### src/rtl/core/tdfd_pkg.sv
// ----------------------------------------------------------------------------
// tdfd_pkg
// Types and constants shared by the tile delta frame decoder.
// ----------------------------------------------------------------------------
package tdfd_pkg;

    localparam int BYTE_BITS      = 8;
    localparam int TILE_ID_BITS   = 16;
    localparam int BANK_BITS      = 8;
    localparam int DEST_BITS      = 9;
    localparam int ADDR_BITS      = 16;
    localparam int PATTERN_SHIFT  = 5;
    localparam int BANK_SHIFT     = 9;
    localparam int CFG_ADDR_BITS  = 3;
    localparam int CFG_DATA_BITS  = 32;
    localparam int QUEUE_DEPTH    = 2;
    localparam int QUEUE_PTR_BITS = $clog2(QUEUE_DEPTH);
    localparam int QUEUE_CNT_BITS = $clog2(QUEUE_DEPTH + 1);

    localparam logic [BYTE_BITS-1:0] SKIP_LONG      = 8'd255;
    localparam logic [BYTE_BITS-1:0] LONG_SKIP_STEP = 8'd254;
    localparam logic [BANK_BITS-1:0] BANK_NONE      = 8'hFF;
    localparam logic [ADDR_BITS-1:0] SRC_WINDOW     = 16'h8000;

    // register select, taken from paddr[2]
    localparam logic REG_BANK_BASE = 1'b0;
    localparam logic REG_TILE_BASE = 1'b1;

    typedef enum logic [1:0] {
        PH_SKIP  = 2'd0,
        PH_COUNT = 2'd1,
        PH_ID_LO = 2'd2,
        PH_ID_HI = 2'd3
    } phase_t;

    typedef struct packed {
        logic                    frame_end;
        logic [TILE_ID_BITS-1:0] tile_id;
        logic [DEST_BITS-1:0]    slot;
    } cmd_t;

endpackage

### src/rtl/core/tdfd_if.sv
// ----------------------------------------------------------------------------
// tdfd_if
// Valid/ready channels for the frame byte stream and the tile load requests.
// ----------------------------------------------------------------------------
interface tdfd_byte_if;
    import tdfd_pkg::*;

    logic                 valid;
    logic                 ready;
    logic [BYTE_BITS-1:0] data_byte;

    modport source (output valid, output data_byte, input ready);
    modport sink (input valid, input data_byte, output ready);
endinterface

interface tdfd_result_if;
    import tdfd_pkg::*;

    logic                 valid;
    logic                 ready;
    logic [BANK_BITS-1:0] rom_bank;
    logic                 bank_changed;
    logic [ADDR_BITS-1:0] source_address;
    logic [DEST_BITS-1:0] dest_tile;
    logic                 frame_end;

    modport source (output valid, output rom_bank, output bank_changed,
                    output source_address, output dest_tile, output frame_end,
                    input ready);
    modport sink (input valid, input rom_bank, input bank_changed,
                  input source_address, input dest_tile, input frame_end,
                  output ready);
endinterface

### src/rtl/core/tdfd_front.sv
// ----------------------------------------------------------------------------
// tdfd_front
// Stream parser: walks skip/count pairs and tile ids, tracks the cell and
// pushes one command per tile entry or frame end.
// ----------------------------------------------------------------------------
module tdfd_front #(
    parameter int CELL_BITS = 16
) (
    input  logic              clk,
    input  logic              rst_n,
    tdfd_byte_if.sink         stream,
    output tdfd_pkg::cmd_t    cmd,
    output logic              cmd_valid,
    input  logic              cmd_ready
);
    import tdfd_pkg::*;

    phase_t                 phase_reg, phase_next;
    logic [BYTE_BITS-1:0]   skip_reg, skip_next;
    logic [BYTE_BITS-1:0]   run_reg, run_next;
    logic [BYTE_BITS-1:0]   id_lo_reg, id_lo_next;
    logic [CELL_BITS-1:0]   cell_reg, cell_next;
    logic                   accept;
    logic [BYTE_BITS-1:0]   run_dec;
    logic [BYTE_BITS-1:0]   b;

    assign stream.ready = cmd_ready;
    assign accept       = stream.valid && cmd_ready;
    assign b            = stream.data_byte;
    assign run_dec      = run_reg - 8'd1;

    always_ff @(posedge clk or negedge rst_n)
    begin
        if (!rst_n)
        begin
            phase_reg <= PH_SKIP;
            skip_reg  <= '0;
            run_reg   <= '0;
            id_lo_reg <= '0;
            cell_reg  <= '0;
        end
        else
        begin
            phase_reg <= phase_next;
            skip_reg  <= skip_next;
            run_reg   <= run_next;
            id_lo_reg <= id_lo_next;
            cell_reg  <= cell_next;
        end
    end

    always_comb
    begin
        phase_next    = phase_reg;
        skip_next     = skip_reg;
        run_next      = run_reg;
        id_lo_next    = id_lo_reg;
        cell_next     = cell_reg;
        cmd_valid     = 1'b0;
        cmd.frame_end = 1'b0;
        cmd.tile_id   = {b, id_lo_reg};
        cmd.slot      = cell_reg[DEST_BITS-1:0];
        if (accept)
        begin
            case (phase_reg)
                PH_SKIP:
                begin
                    skip_next  = b;
                    phase_next = PH_COUNT;
                end
                PH_COUNT:
                begin
                    if (skip_reg == SKIP_LONG && b == '0)
                    begin
                        cell_next  = cell_reg + {{(CELL_BITS-BYTE_BITS){1'b0}}, LONG_SKIP_STEP};
                        phase_next = PH_SKIP;
                    end
                    else if (skip_reg == '0 && b == '0)
                    begin
                        cmd_valid     = 1'b1;
                        cmd.frame_end = 1'b1;
                        phase_next    = PH_SKIP;
                        skip_next     = '0;
                        run_next      = '0;
                        id_lo_next    = '0;
                        cell_next     = '0;
                    end
                    else
                    begin
                        cell_next  = cell_reg + {{(CELL_BITS-BYTE_BITS){1'b0}}, skip_reg};
                        run_next   = b;
                        phase_next = (b == '0) ? PH_SKIP : PH_ID_LO;
                    end
                end
                PH_ID_LO:
                begin
                    id_lo_next = b;
                    phase_next = PH_ID_HI;
                end
                PH_ID_HI:
                begin
                    cmd_valid  = 1'b1;
                    cell_next  = cell_reg + {{(CELL_BITS-1){1'b0}}, 1'b1};
                    run_next   = run_dec;
                    phase_next = (run_dec == '0) ? PH_SKIP : PH_ID_LO;
                end
                default:
                begin
                    phase_next = PH_SKIP;
                end
            endcase
        end
    end

endmodule

### src/rtl/core/tdfd_queue.sv
// ----------------------------------------------------------------------------
// tdfd_queue
// Two-entry command queue between the parser and the request builder.
// ----------------------------------------------------------------------------
module tdfd_queue (
    input  logic              clk,
    input  logic              rst_n,
    input  tdfd_pkg::cmd_t    push_cmd,
    input  logic              push_valid,
    output logic              push_ready,
    output tdfd_pkg::cmd_t    pop_cmd,
    output logic              pop_valid,
    input  logic              pop_ready
);
    import tdfd_pkg::*;

    cmd_t                      mem [QUEUE_DEPTH];
    logic [QUEUE_PTR_BITS-1:0] wr_ptr_reg, wr_ptr_next;
    logic [QUEUE_PTR_BITS-1:0] rd_ptr_reg, rd_ptr_next;
    logic [QUEUE_CNT_BITS-1:0] count_reg, count_next;
    logic                      do_push;
    logic                      do_pop;

    assign push_ready = (count_reg != QUEUE_CNT_BITS'(QUEUE_DEPTH));
    assign pop_valid  = (count_reg != '0);
    assign pop_cmd    = mem[rd_ptr_reg];
    assign do_push    = push_valid && push_ready;
    assign do_pop     = pop_valid && pop_ready;

    always_comb
    begin
        wr_ptr_next = wr_ptr_reg;
        rd_ptr_next = rd_ptr_reg;
        count_next  = count_reg;
        if (do_push)
        begin
            wr_ptr_next = (wr_ptr_reg == QUEUE_PTR_BITS'(QUEUE_DEPTH - 1)) ? '0
                                                                           : wr_ptr_reg + 1'b1;
        end
        if (do_pop)
        begin
            rd_ptr_next = (rd_ptr_reg == QUEUE_PTR_BITS'(QUEUE_DEPTH - 1)) ? '0
                                                                           : rd_ptr_reg + 1'b1;
        end
        case ({do_push, do_pop})
            2'b10:   count_next = count_reg + 1'b1;
            2'b01:   count_next = count_reg - 1'b1;
            default: count_next = count_reg;
        endcase
    end

    always_ff @(posedge clk or negedge rst_n)
    begin
        if (!rst_n)
        begin
            wr_ptr_reg <= '0;
            rd_ptr_reg <= '0;
            count_reg  <= '0;
        end
        else
        begin
            wr_ptr_reg <= wr_ptr_next;
            rd_ptr_reg <= rd_ptr_next;
            count_reg  <= count_next;
        end
    end

    always_ff @(posedge clk)
    begin
        if (do_push)
        begin
            mem[wr_ptr_reg] <= push_cmd;
        end
    end

    a_count_bound: assert property (@(posedge clk) disable iff (!rst_n)
        count_reg <= QUEUE_CNT_BITS'(QUEUE_DEPTH))
        else $error("queue count above depth");

endmodule

### src/rtl/core/tdfd_back.sv
// ----------------------------------------------------------------------------
// tdfd_back
// Request builder: turns commands into bank, pattern address and VRAM tile,
// tracks the last bank of the frame and holds the result register.
// ----------------------------------------------------------------------------
module tdfd_back (
    input  logic                          clk,
    input  logic                          rst_n,
    input  logic [tdfd_pkg::BANK_BITS-1:0] bank_base,
    input  logic [tdfd_pkg::DEST_BITS-1:0] tile_base,
    input  tdfd_pkg::cmd_t                cmd,
    input  logic                          cmd_valid,
    output logic                          cmd_ready,
    tdfd_result_if.source                 result
);
    import tdfd_pkg::*;

    logic                 valid_reg, valid_next;
    logic [BANK_BITS-1:0] last_bank_reg, last_bank_next;
    logic [BANK_BITS-1:0] bank_reg, bank_next;
    logic                 changed_reg, changed_next;
    logic [ADDR_BITS-1:0] src_reg, src_next;
    logic [DEST_BITS-1:0] dest_reg, dest_next;
    logic                 end_reg, end_next;
    logic                 pop;
    logic [BANK_BITS-1:0] bank;

    assign cmd_ready = !valid_reg || result.ready;
    assign pop       = cmd_valid && cmd_ready;
    assign bank      = bank_base
                     + {{(BANK_BITS-(TILE_ID_BITS-BANK_SHIFT)){1'b0}},
                        cmd.tile_id[TILE_ID_BITS-1:BANK_SHIFT]};

    always_comb
    begin
        valid_next     = valid_reg && !result.ready;
        last_bank_next = last_bank_reg;
        bank_next      = bank_reg;
        changed_next   = changed_reg;
        src_next       = src_reg;
        dest_next      = dest_reg;
        end_next       = end_reg;
        if (pop)
        begin
            valid_next = 1'b1;
            if (cmd.frame_end)
            begin
                last_bank_next = BANK_NONE;
                bank_next      = '0;
                changed_next   = 1'b0;
                src_next       = '0;
                dest_next      = '0;
                end_next       = 1'b1;
            end
            else
            begin
                last_bank_next = bank;
                bank_next      = bank;
                changed_next   = (bank != last_bank_reg);
                src_next       = SRC_WINDOW
                               + {{(ADDR_BITS-BANK_SHIFT-PATTERN_SHIFT){1'b0}},
                                  cmd.tile_id[BANK_SHIFT-1:0], {PATTERN_SHIFT{1'b0}}};
                dest_next      = tile_base + cmd.slot;
                end_next       = 1'b0;
            end
        end
    end

    always_ff @(posedge clk or negedge rst_n)
    begin
        if (!rst_n)
        begin
            valid_reg     <= 1'b0;
            last_bank_reg <= BANK_NONE;
        end
        else
        begin
            valid_reg     <= valid_next;
            last_bank_reg <= last_bank_next;
        end
    end

    always_ff @(posedge clk)
    begin
        bank_reg    <= bank_next;
        changed_reg <= changed_next;
        src_reg     <= src_next;
        dest_reg    <= dest_next;
        end_reg     <= end_next;
    end

    assign result.valid          = valid_reg;
    assign result.rom_bank       = bank_reg;
    assign result.bank_changed   = changed_reg;
    assign result.source_address = src_reg;
    assign result.dest_tile      = dest_reg;
    assign result.frame_end      = end_reg;

    a_end_fields_zero: assert property (@(posedge clk) disable iff (!rst_n)
        (valid_reg && end_reg) |-> (bank_reg == '0 && !changed_reg
                                    && src_reg == '0 && dest_reg == '0))
        else $error("frame end request carries nonzero fields");

    a_end_clears_bank: assert property (@(posedge clk) disable iff (!rst_n)
        (pop && cmd.frame_end) |=> (last_bank_reg == BANK_NONE))
        else $error("last bank not cleared at frame end");

    a_entry_tracks_bank: assert property (@(posedge clk) disable iff (!rst_n)
        (pop && !cmd.frame_end) |=> (valid_reg && last_bank_reg == bank_reg))
        else $error("last bank does not follow issued request");

endmodule

### src/rtl/core/tile_delta_frame_decoder.sv
// ----------------------------------------------------------------------------
// tile_delta_frame_decoder
// Delta-coded frame decoder: byte stream in, tile load requests out.
// ----------------------------------------------------------------------------
// Accepts one frame byte per clock while the command queue has room and issues
// one tile load request per tile entry plus one frame-end request per (0,0)
// pair. A request passes through the two-entry command queue and then the
// result register. Input ready drops only while the command queue is full, so
// with the result side taking every cycle the sustained rate is one byte per
// clock. bank_base and tile_base are written over the APB port at 0x0 and 0x4
// and must only change while idle.
// ----------------------------------------------------------------------------
module tile_delta_frame_decoder #(
    parameter int CELL_BITS = 16
) (
    input  logic                              clk,
    input  logic                              rst_n,
    tdfd_byte_if.sink                         stream,
    tdfd_result_if.source                     result,
    input  logic                              psel,
    input  logic                              penable,
    input  logic                              pwrite,
    input  logic [tdfd_pkg::CFG_ADDR_BITS-1:0] paddr,
    input  logic [tdfd_pkg::CFG_DATA_BITS-1:0] pwdata,
    output logic [tdfd_pkg::CFG_DATA_BITS-1:0] prdata,
    output logic                              pready
);
    import tdfd_pkg::*;

    logic [BANK_BITS-1:0] bank_base_reg;
    logic [DEST_BITS-1:0] tile_base_reg;
    logic                 cfg_write;
    logic                 reg_sel;
    cmd_t                 front_cmd;
    logic                 front_valid;
    logic                 front_ready;
    cmd_t                 back_cmd;
    logic                 back_valid;
    logic                 back_ready;

    assign pready    = 1'b1;
    assign cfg_write = psel && penable && pwrite;
    assign reg_sel   = paddr[2];

    always_ff @(posedge clk or negedge rst_n)
    begin
        if (!rst_n)
        begin
            bank_base_reg <= '0;
            tile_base_reg <= '0;
        end
        else if (cfg_write)
        begin
            case (reg_sel)
                REG_BANK_BASE: bank_base_reg <= pwdata[BANK_BITS-1:0];
                REG_TILE_BASE: tile_base_reg <= pwdata[DEST_BITS-1:0];
                default:       ;
            endcase
        end
    end

    always_comb
    begin
        case (reg_sel)
            REG_BANK_BASE: prdata = {{(CFG_DATA_BITS-BANK_BITS){1'b0}}, bank_base_reg};
            REG_TILE_BASE: prdata = {{(CFG_DATA_BITS-DEST_BITS){1'b0}}, tile_base_reg};
            default:       prdata = '0;
        endcase
    end

    tdfd_front #(
        .CELL_BITS (CELL_BITS)
    ) u_front (
        .clk       (clk),
        .rst_n     (rst_n),
        .stream    (stream),
        .cmd       (front_cmd),
        .cmd_valid (front_valid),
        .cmd_ready (front_ready)
    );

    tdfd_queue u_queue (
        .clk        (clk),
        .rst_n      (rst_n),
        .push_cmd   (front_cmd),
        .push_valid (front_valid),
        .push_ready (front_ready),
        .pop_cmd    (back_cmd),
        .pop_valid  (back_valid),
        .pop_ready  (back_ready)
    );

    tdfd_back u_back (
        .clk       (clk),
        .rst_n     (rst_n),
        .bank_base (bank_base_reg),
        .tile_base (tile_base_reg),
        .cmd       (back_cmd),
        .cmd_valid (back_valid),
        .cmd_ready (back_ready),
        .result    (result)
    );

endmodule
### src/flat_wrapper.sv
// flat-port wrapper written by rule: the top's interface ports become plain ports
module tile_delta_frame_decoder_flat import tdfd_pkg::*;
#(
    parameter int CELL_BITS = 16
)
  (clk, rst_n, psel, penable, pwrite, paddr, pwdata, prdata, pready, stream_valid, stream_data_byte, stream_ready, result_valid, result_rom_bank, result_bank_changed, result_source_address, result_dest_tile, result_frame_end, result_ready);
  tdfd_byte_if stream_i ();
  tdfd_result_if result_i ();
  input  logic clk;
  input  logic rst_n;
  input  logic psel;
  input  logic penable;
  input  logic pwrite;
  input  logic [tdfd_pkg::CFG_ADDR_BITS-1:0] paddr;
  input  logic [tdfd_pkg::CFG_DATA_BITS-1:0] pwdata;
  output logic [tdfd_pkg::CFG_DATA_BITS-1:0] prdata;
  output logic pready;
  input wire logic [$bits(stream_i.valid)-1:0] stream_valid;
  input wire logic [$bits(stream_i.data_byte)-1:0] stream_data_byte;
  output wire logic [$bits(stream_i.ready)-1:0] stream_ready;
  output wire logic [$bits(result_i.valid)-1:0] result_valid;
  output wire logic [$bits(result_i.rom_bank)-1:0] result_rom_bank;
  output wire logic [$bits(result_i.bank_changed)-1:0] result_bank_changed;
  output wire logic [$bits(result_i.source_address)-1:0] result_source_address;
  output wire logic [$bits(result_i.dest_tile)-1:0] result_dest_tile;
  output wire logic [$bits(result_i.frame_end)-1:0] result_frame_end;
  input wire logic [$bits(result_i.ready)-1:0] result_ready;
  assign stream_i.valid = stream_valid;
  assign stream_i.data_byte = stream_data_byte;
  assign stream_ready = stream_i.ready;
  assign result_valid = result_i.valid;
  assign result_rom_bank = result_i.rom_bank;
  assign result_bank_changed = result_i.bank_changed;
  assign result_source_address = result_i.source_address;
  assign result_dest_tile = result_i.dest_tile;
  assign result_frame_end = result_i.frame_end;
  assign result_i.ready = result_ready;
  tile_delta_frame_decoder #(.CELL_BITS(CELL_BITS)) u_core (.clk(clk), .rst_n(rst_n), .stream(stream_i), .result(result_i), .psel(psel), .penable(penable), .pwrite(pwrite), .paddr(paddr), .pwdata(pwdata), .prdata(prdata), .pready(pready));
endmodule
### config.mk
export PLATFORM = sky130hd
export DESIGN_NAME = tile_delta_frame_decoder_flat
export DESIGN_NICKNAME = d
export VERILOG_FILES = /design/src/rtl/core/tdfd_pkg.sv /design/src/rtl/core/tdfd_if.sv /design/src/rtl/core/tdfd_front.sv /design/src/rtl/core/tdfd_queue.sv /design/src/rtl/core/tdfd_back.sv /design/src/rtl/core/tile_delta_frame_decoder.sv /design/src/flat_wrapper.sv
export SDC_FILE = /design/constraint.sdc
export NUM_CORES = 1
export LEC_CHECK = 0
export BUFFER_PORTS_ARGS = -buffer_cell sky130_fd_sc_hd__buf_2
export CORE_MARGIN = 2
export CORE_UTILIZATION = 50
export CTS_CLUSTER_DIAMETER = 100
export DETAILED_ROUTE_END_ITERATION = 8
export PLACE_DENSITY = 0.84
export SETUP_SLACK_MARGIN = 0.15
export SYNTH_ARGS = -nofsm -noshare
export SYNTH_HDL_FRONTEND = slang
export SYNTH_SLANG_ARGS = --single-unit
### constraint.sdc
create_clock -name clk -period 4.3 [get_ports clk]
set_input_delay 0.215 -clock clk [delete_from_list [all_inputs] [get_ports clk]]
set_output_delay 0.215 -clock clk [all_outputs]
set_load 0.02 [all_outputs]
==> metrics.csv <==
metric,value,unit
run status,finished clean,
first-pass GRT wire length,25400,um
Pleak,3.53,nW
crit path max fanout,18,
Max Clk Rate,293,MHz
met3 WL,906,um
First-pass DRT Iterations,6,
DR iter-0 viols,636,
post-cts resize count,0,
HPWL Detailed,10800,um
core area,15000,um2
Post-synth ARST share,44.5,%
clk_skew,0.0105,ns
via count,5183,
Synth Instances,649,
Slew Limit Fails,0,
Unique masters post-synth,63,
pwr dens,777,nW/um2
number of CTS-inserted buffers,17,
worst reg2reg path startpoint,u_core.u_queue.rd_ptr_reg,
depth of the most critical reg-to-reg path,11,
hold slack,0.0217,ns
Post-Route WL,15900,um
clock root buffer,clkbuf_16,
Syn Area/Cell,11.8,um2
crit path time final,3.41,ns
Top-Level Pins,120,
relative slew slack,36.6,%
Clock H-tree levels,4,
IO Port Bufs,64,
Top reg by flops,u_core.u_queue.mem,
total negative slack,0,ns
CTS tree,built,
worst r2r dst,u_core.u_back.result.bank_changed,
max reg flops,52,
ranking of synthesized cells by area,"edfxtp_1 (32%), dfrtp_1 (19%), mux2_2 (6.9%)",
initial antenna violation count,0,
total grt overflow,0,
drt drc,0,
Syn Std Cell Area,7630,um2
DP Worst Slack,0.935,ns
FF-to-FF setup slack,0.89,ns
final non-filler cell total,917,
Synth Flop Type,edfxtp_1,
RSZ-0062 raised after global routing,no,
biggest area consumer among synthesized cells,edfxtp_1,
Layout Area Growth over Synthesis,13.3,%
layout cells sized above 1,23.5,%
final worst setup slack,0.892,ns
WL met1,6690,um
Critical Path Source Type,flip-flop,
final hold vios,0,
worst min path class,input pin to flip-flop,
placer congestion estimate,0.883,
sequential fraction of the synthesis area,53.3,%
WHS Endpoint,u_core.tile_base_reg[8],
largest net degree at the start of global routing,41,
"Period Utilization, post-route",79.3,%
DRT antenna net count,0,
routed length on met2,8140,um
Initial Utilization,50.8,%
Die W,128,um
Inst Count DP,883,
row cnt,45,
via/cell ratio,5.65,
# fillers,1165,
data required time at the worst endpoint,4.44,ns
CTS Sinks,146,
type of the worst setup path,flip-flop to flip-flop,
die height,128,um
CP endpoint kind,flip-flop,
clk buf depth,2,
GRT Util Overall,20.3,%
insertion delay of the later-clocked pin in the worst-skew pair,0.42,ns
Final nets,798,
Diodes inserted,0,
Synth warnings,0,
Die ar.,16300,um2
Hold Crit Depth,2,
wire length per cell,17.4,um
Final setup viols,0,
DR top layer,met4,
Post-synth EDFFs,81,
Synth top area share,31.9,%
Max Cap Viol,0,
number of global-route vias before repair,5041,
Arrival @ worst endpoint,3.54,ns
#FFs+latches synth,146,
hold_sp,pwdata[8],
Least-Margin Pin Slew,0.949,ns
clock slew at reported path FFs,0.06,ns
Peak supply drop,0.348,mV
[cell usage in the layout (no fill, tap or decap), drive strengths merged, types with 12 or more instances in the layout]
master  instances
a21oi          38
and2           13
buf            71
clkbuf         18
conb           30
dfrtp          57
edfxtp         81
ha             29
inv            35
mux2           47
mux2i          16
nand2          15
nand3          17
nor2           56
nor4           12
o21ai          39
xnor2          21
xor2           16
[per-stage QoR]
stage	power [W]	instance area, um2	utilization, %
floorplan	0.00453	7740	-
global placement	0.00510	8040	53.5
detailed placement	0.00522	8040	53.5
CTS	0.00673	8650	57.5
global route	0.00715	8650	57.5
finish	0.00672	8650	57.5
[cell families (layout without fill, tap and decap cells)]
kind of cell | Yosys count | in the layout | share of synthesized area [%]
fa+ha+maj | 32 | 32 | 5.54
xor+xnor | 38 | 38 | 4.56
compound gates | 123 | 123 | 10.1
simple gates | 161 | 161 | 11.6
other cells | 2 | 30 | 0.0984
buf+inv | 84 | 136 | 5.77
mux | 63 | 63 | 9.03
flops | 146 | 146 | 53.3
[cell type report]
type,count,area [um2],share of cell area (%)
Timing Repair Buffer,73,393,4.54
Sequential cell,146,4070,47.0
Multi-Input combinational cell,447,3240,37.5
Clock buffer,18,439,5.08
Tap cell,188,235,2.72
Clock inverter,14,153,1.76
Inverter,31,116,1.35
[synth_stat cells (3+ instances only)]
library cell and count:
edfxtp_1 81, dfrtp_1 57, nor2_1 56, mux2_2 47
o21ai_0 39, a21oi_1 37, inv_1 31, buf_4 30
ha_1 29, xnor2_1 21, nand3_1 17, clkbuf_1 16
mux2i_1 16, xor2_1 16, nand2_1 15, and2_1 13
nor4_1 9, dfstp_2 8, nor2b_1 8, nor3_1 8
nand4_1 6, o22a_1 6, a21o_1 5, a31oi_1 4
buf_2 4, nand2b_1 4, o21a_1 4, o21bai_1 4
a2111oi_0 3, fa_1 3, nand4b_1 3, nor4_4 3
o221ai_1 3, or3_1 3
[worst max-delay path by stage]
stage	startpoint	to	slack, ns	cells after the start
after global routing	u_core.u_queue.rd_ptr_reg	u_core.u_back.result.bank_changed	0.64	11
after detailed placement	u_core.u_queue.rd_ptr_reg	u_core.u_back.result.bank_changed	0.93	11
after floorplan	u_core.u_queue.rd_ptr_reg	u_core.u_back.result.dest_tile[8]	0.89	11
final	u_core.u_queue.rd_ptr_reg	u_core.u_back.result.bank_changed	0.89	11
after CTS	u_core.u_queue.rd_ptr_reg	u_core.u_back.result.bank_changed	0.92	11
after global placement	u_core.u_queue.rd_ptr_reg	u_core.u_back.result.bank_changed	0.97	11
[what timing repair did]
action / CTS / global route
endpoints found under the hold margin: 20 / 0
setup buffers: 0 / 0
hold buffers: 2 / 0
setup endpoints to repair: 0 / 0
[metal layers]
metal	up-vias	GRT usage (%)
met1	2515	25.5
li1	2441	-
met5	-	0
met4	0	6.72
met2	208	34.6
met3	19	5.07
[worst max-delay path: stages, from the launching register on]
cell and delay (ns):
dfrtp_1 0.59, buf_4 0.38, mux2_2 0.22, ha_1 0.16, inv_1 0.06, fa_1 0.38, nand2b_1 0.17, a21oi_2 0.36
mux2i_1 0.14, mux2_2 0.29, nor4_1 0.26, a21oi_1 0.11
[report_power, final]
part           total, W  switching, W  internal, W  leakage, nW
registers       0.00251      0.000408      0.00211         1.52
clock network   0.00147      0.000592     0.000875        0.281
logic           0.00274       0.00161      0.00113         1.72
total           0.00672       0.00261      0.00411         3.53
(Power assumes the default switching activity.)
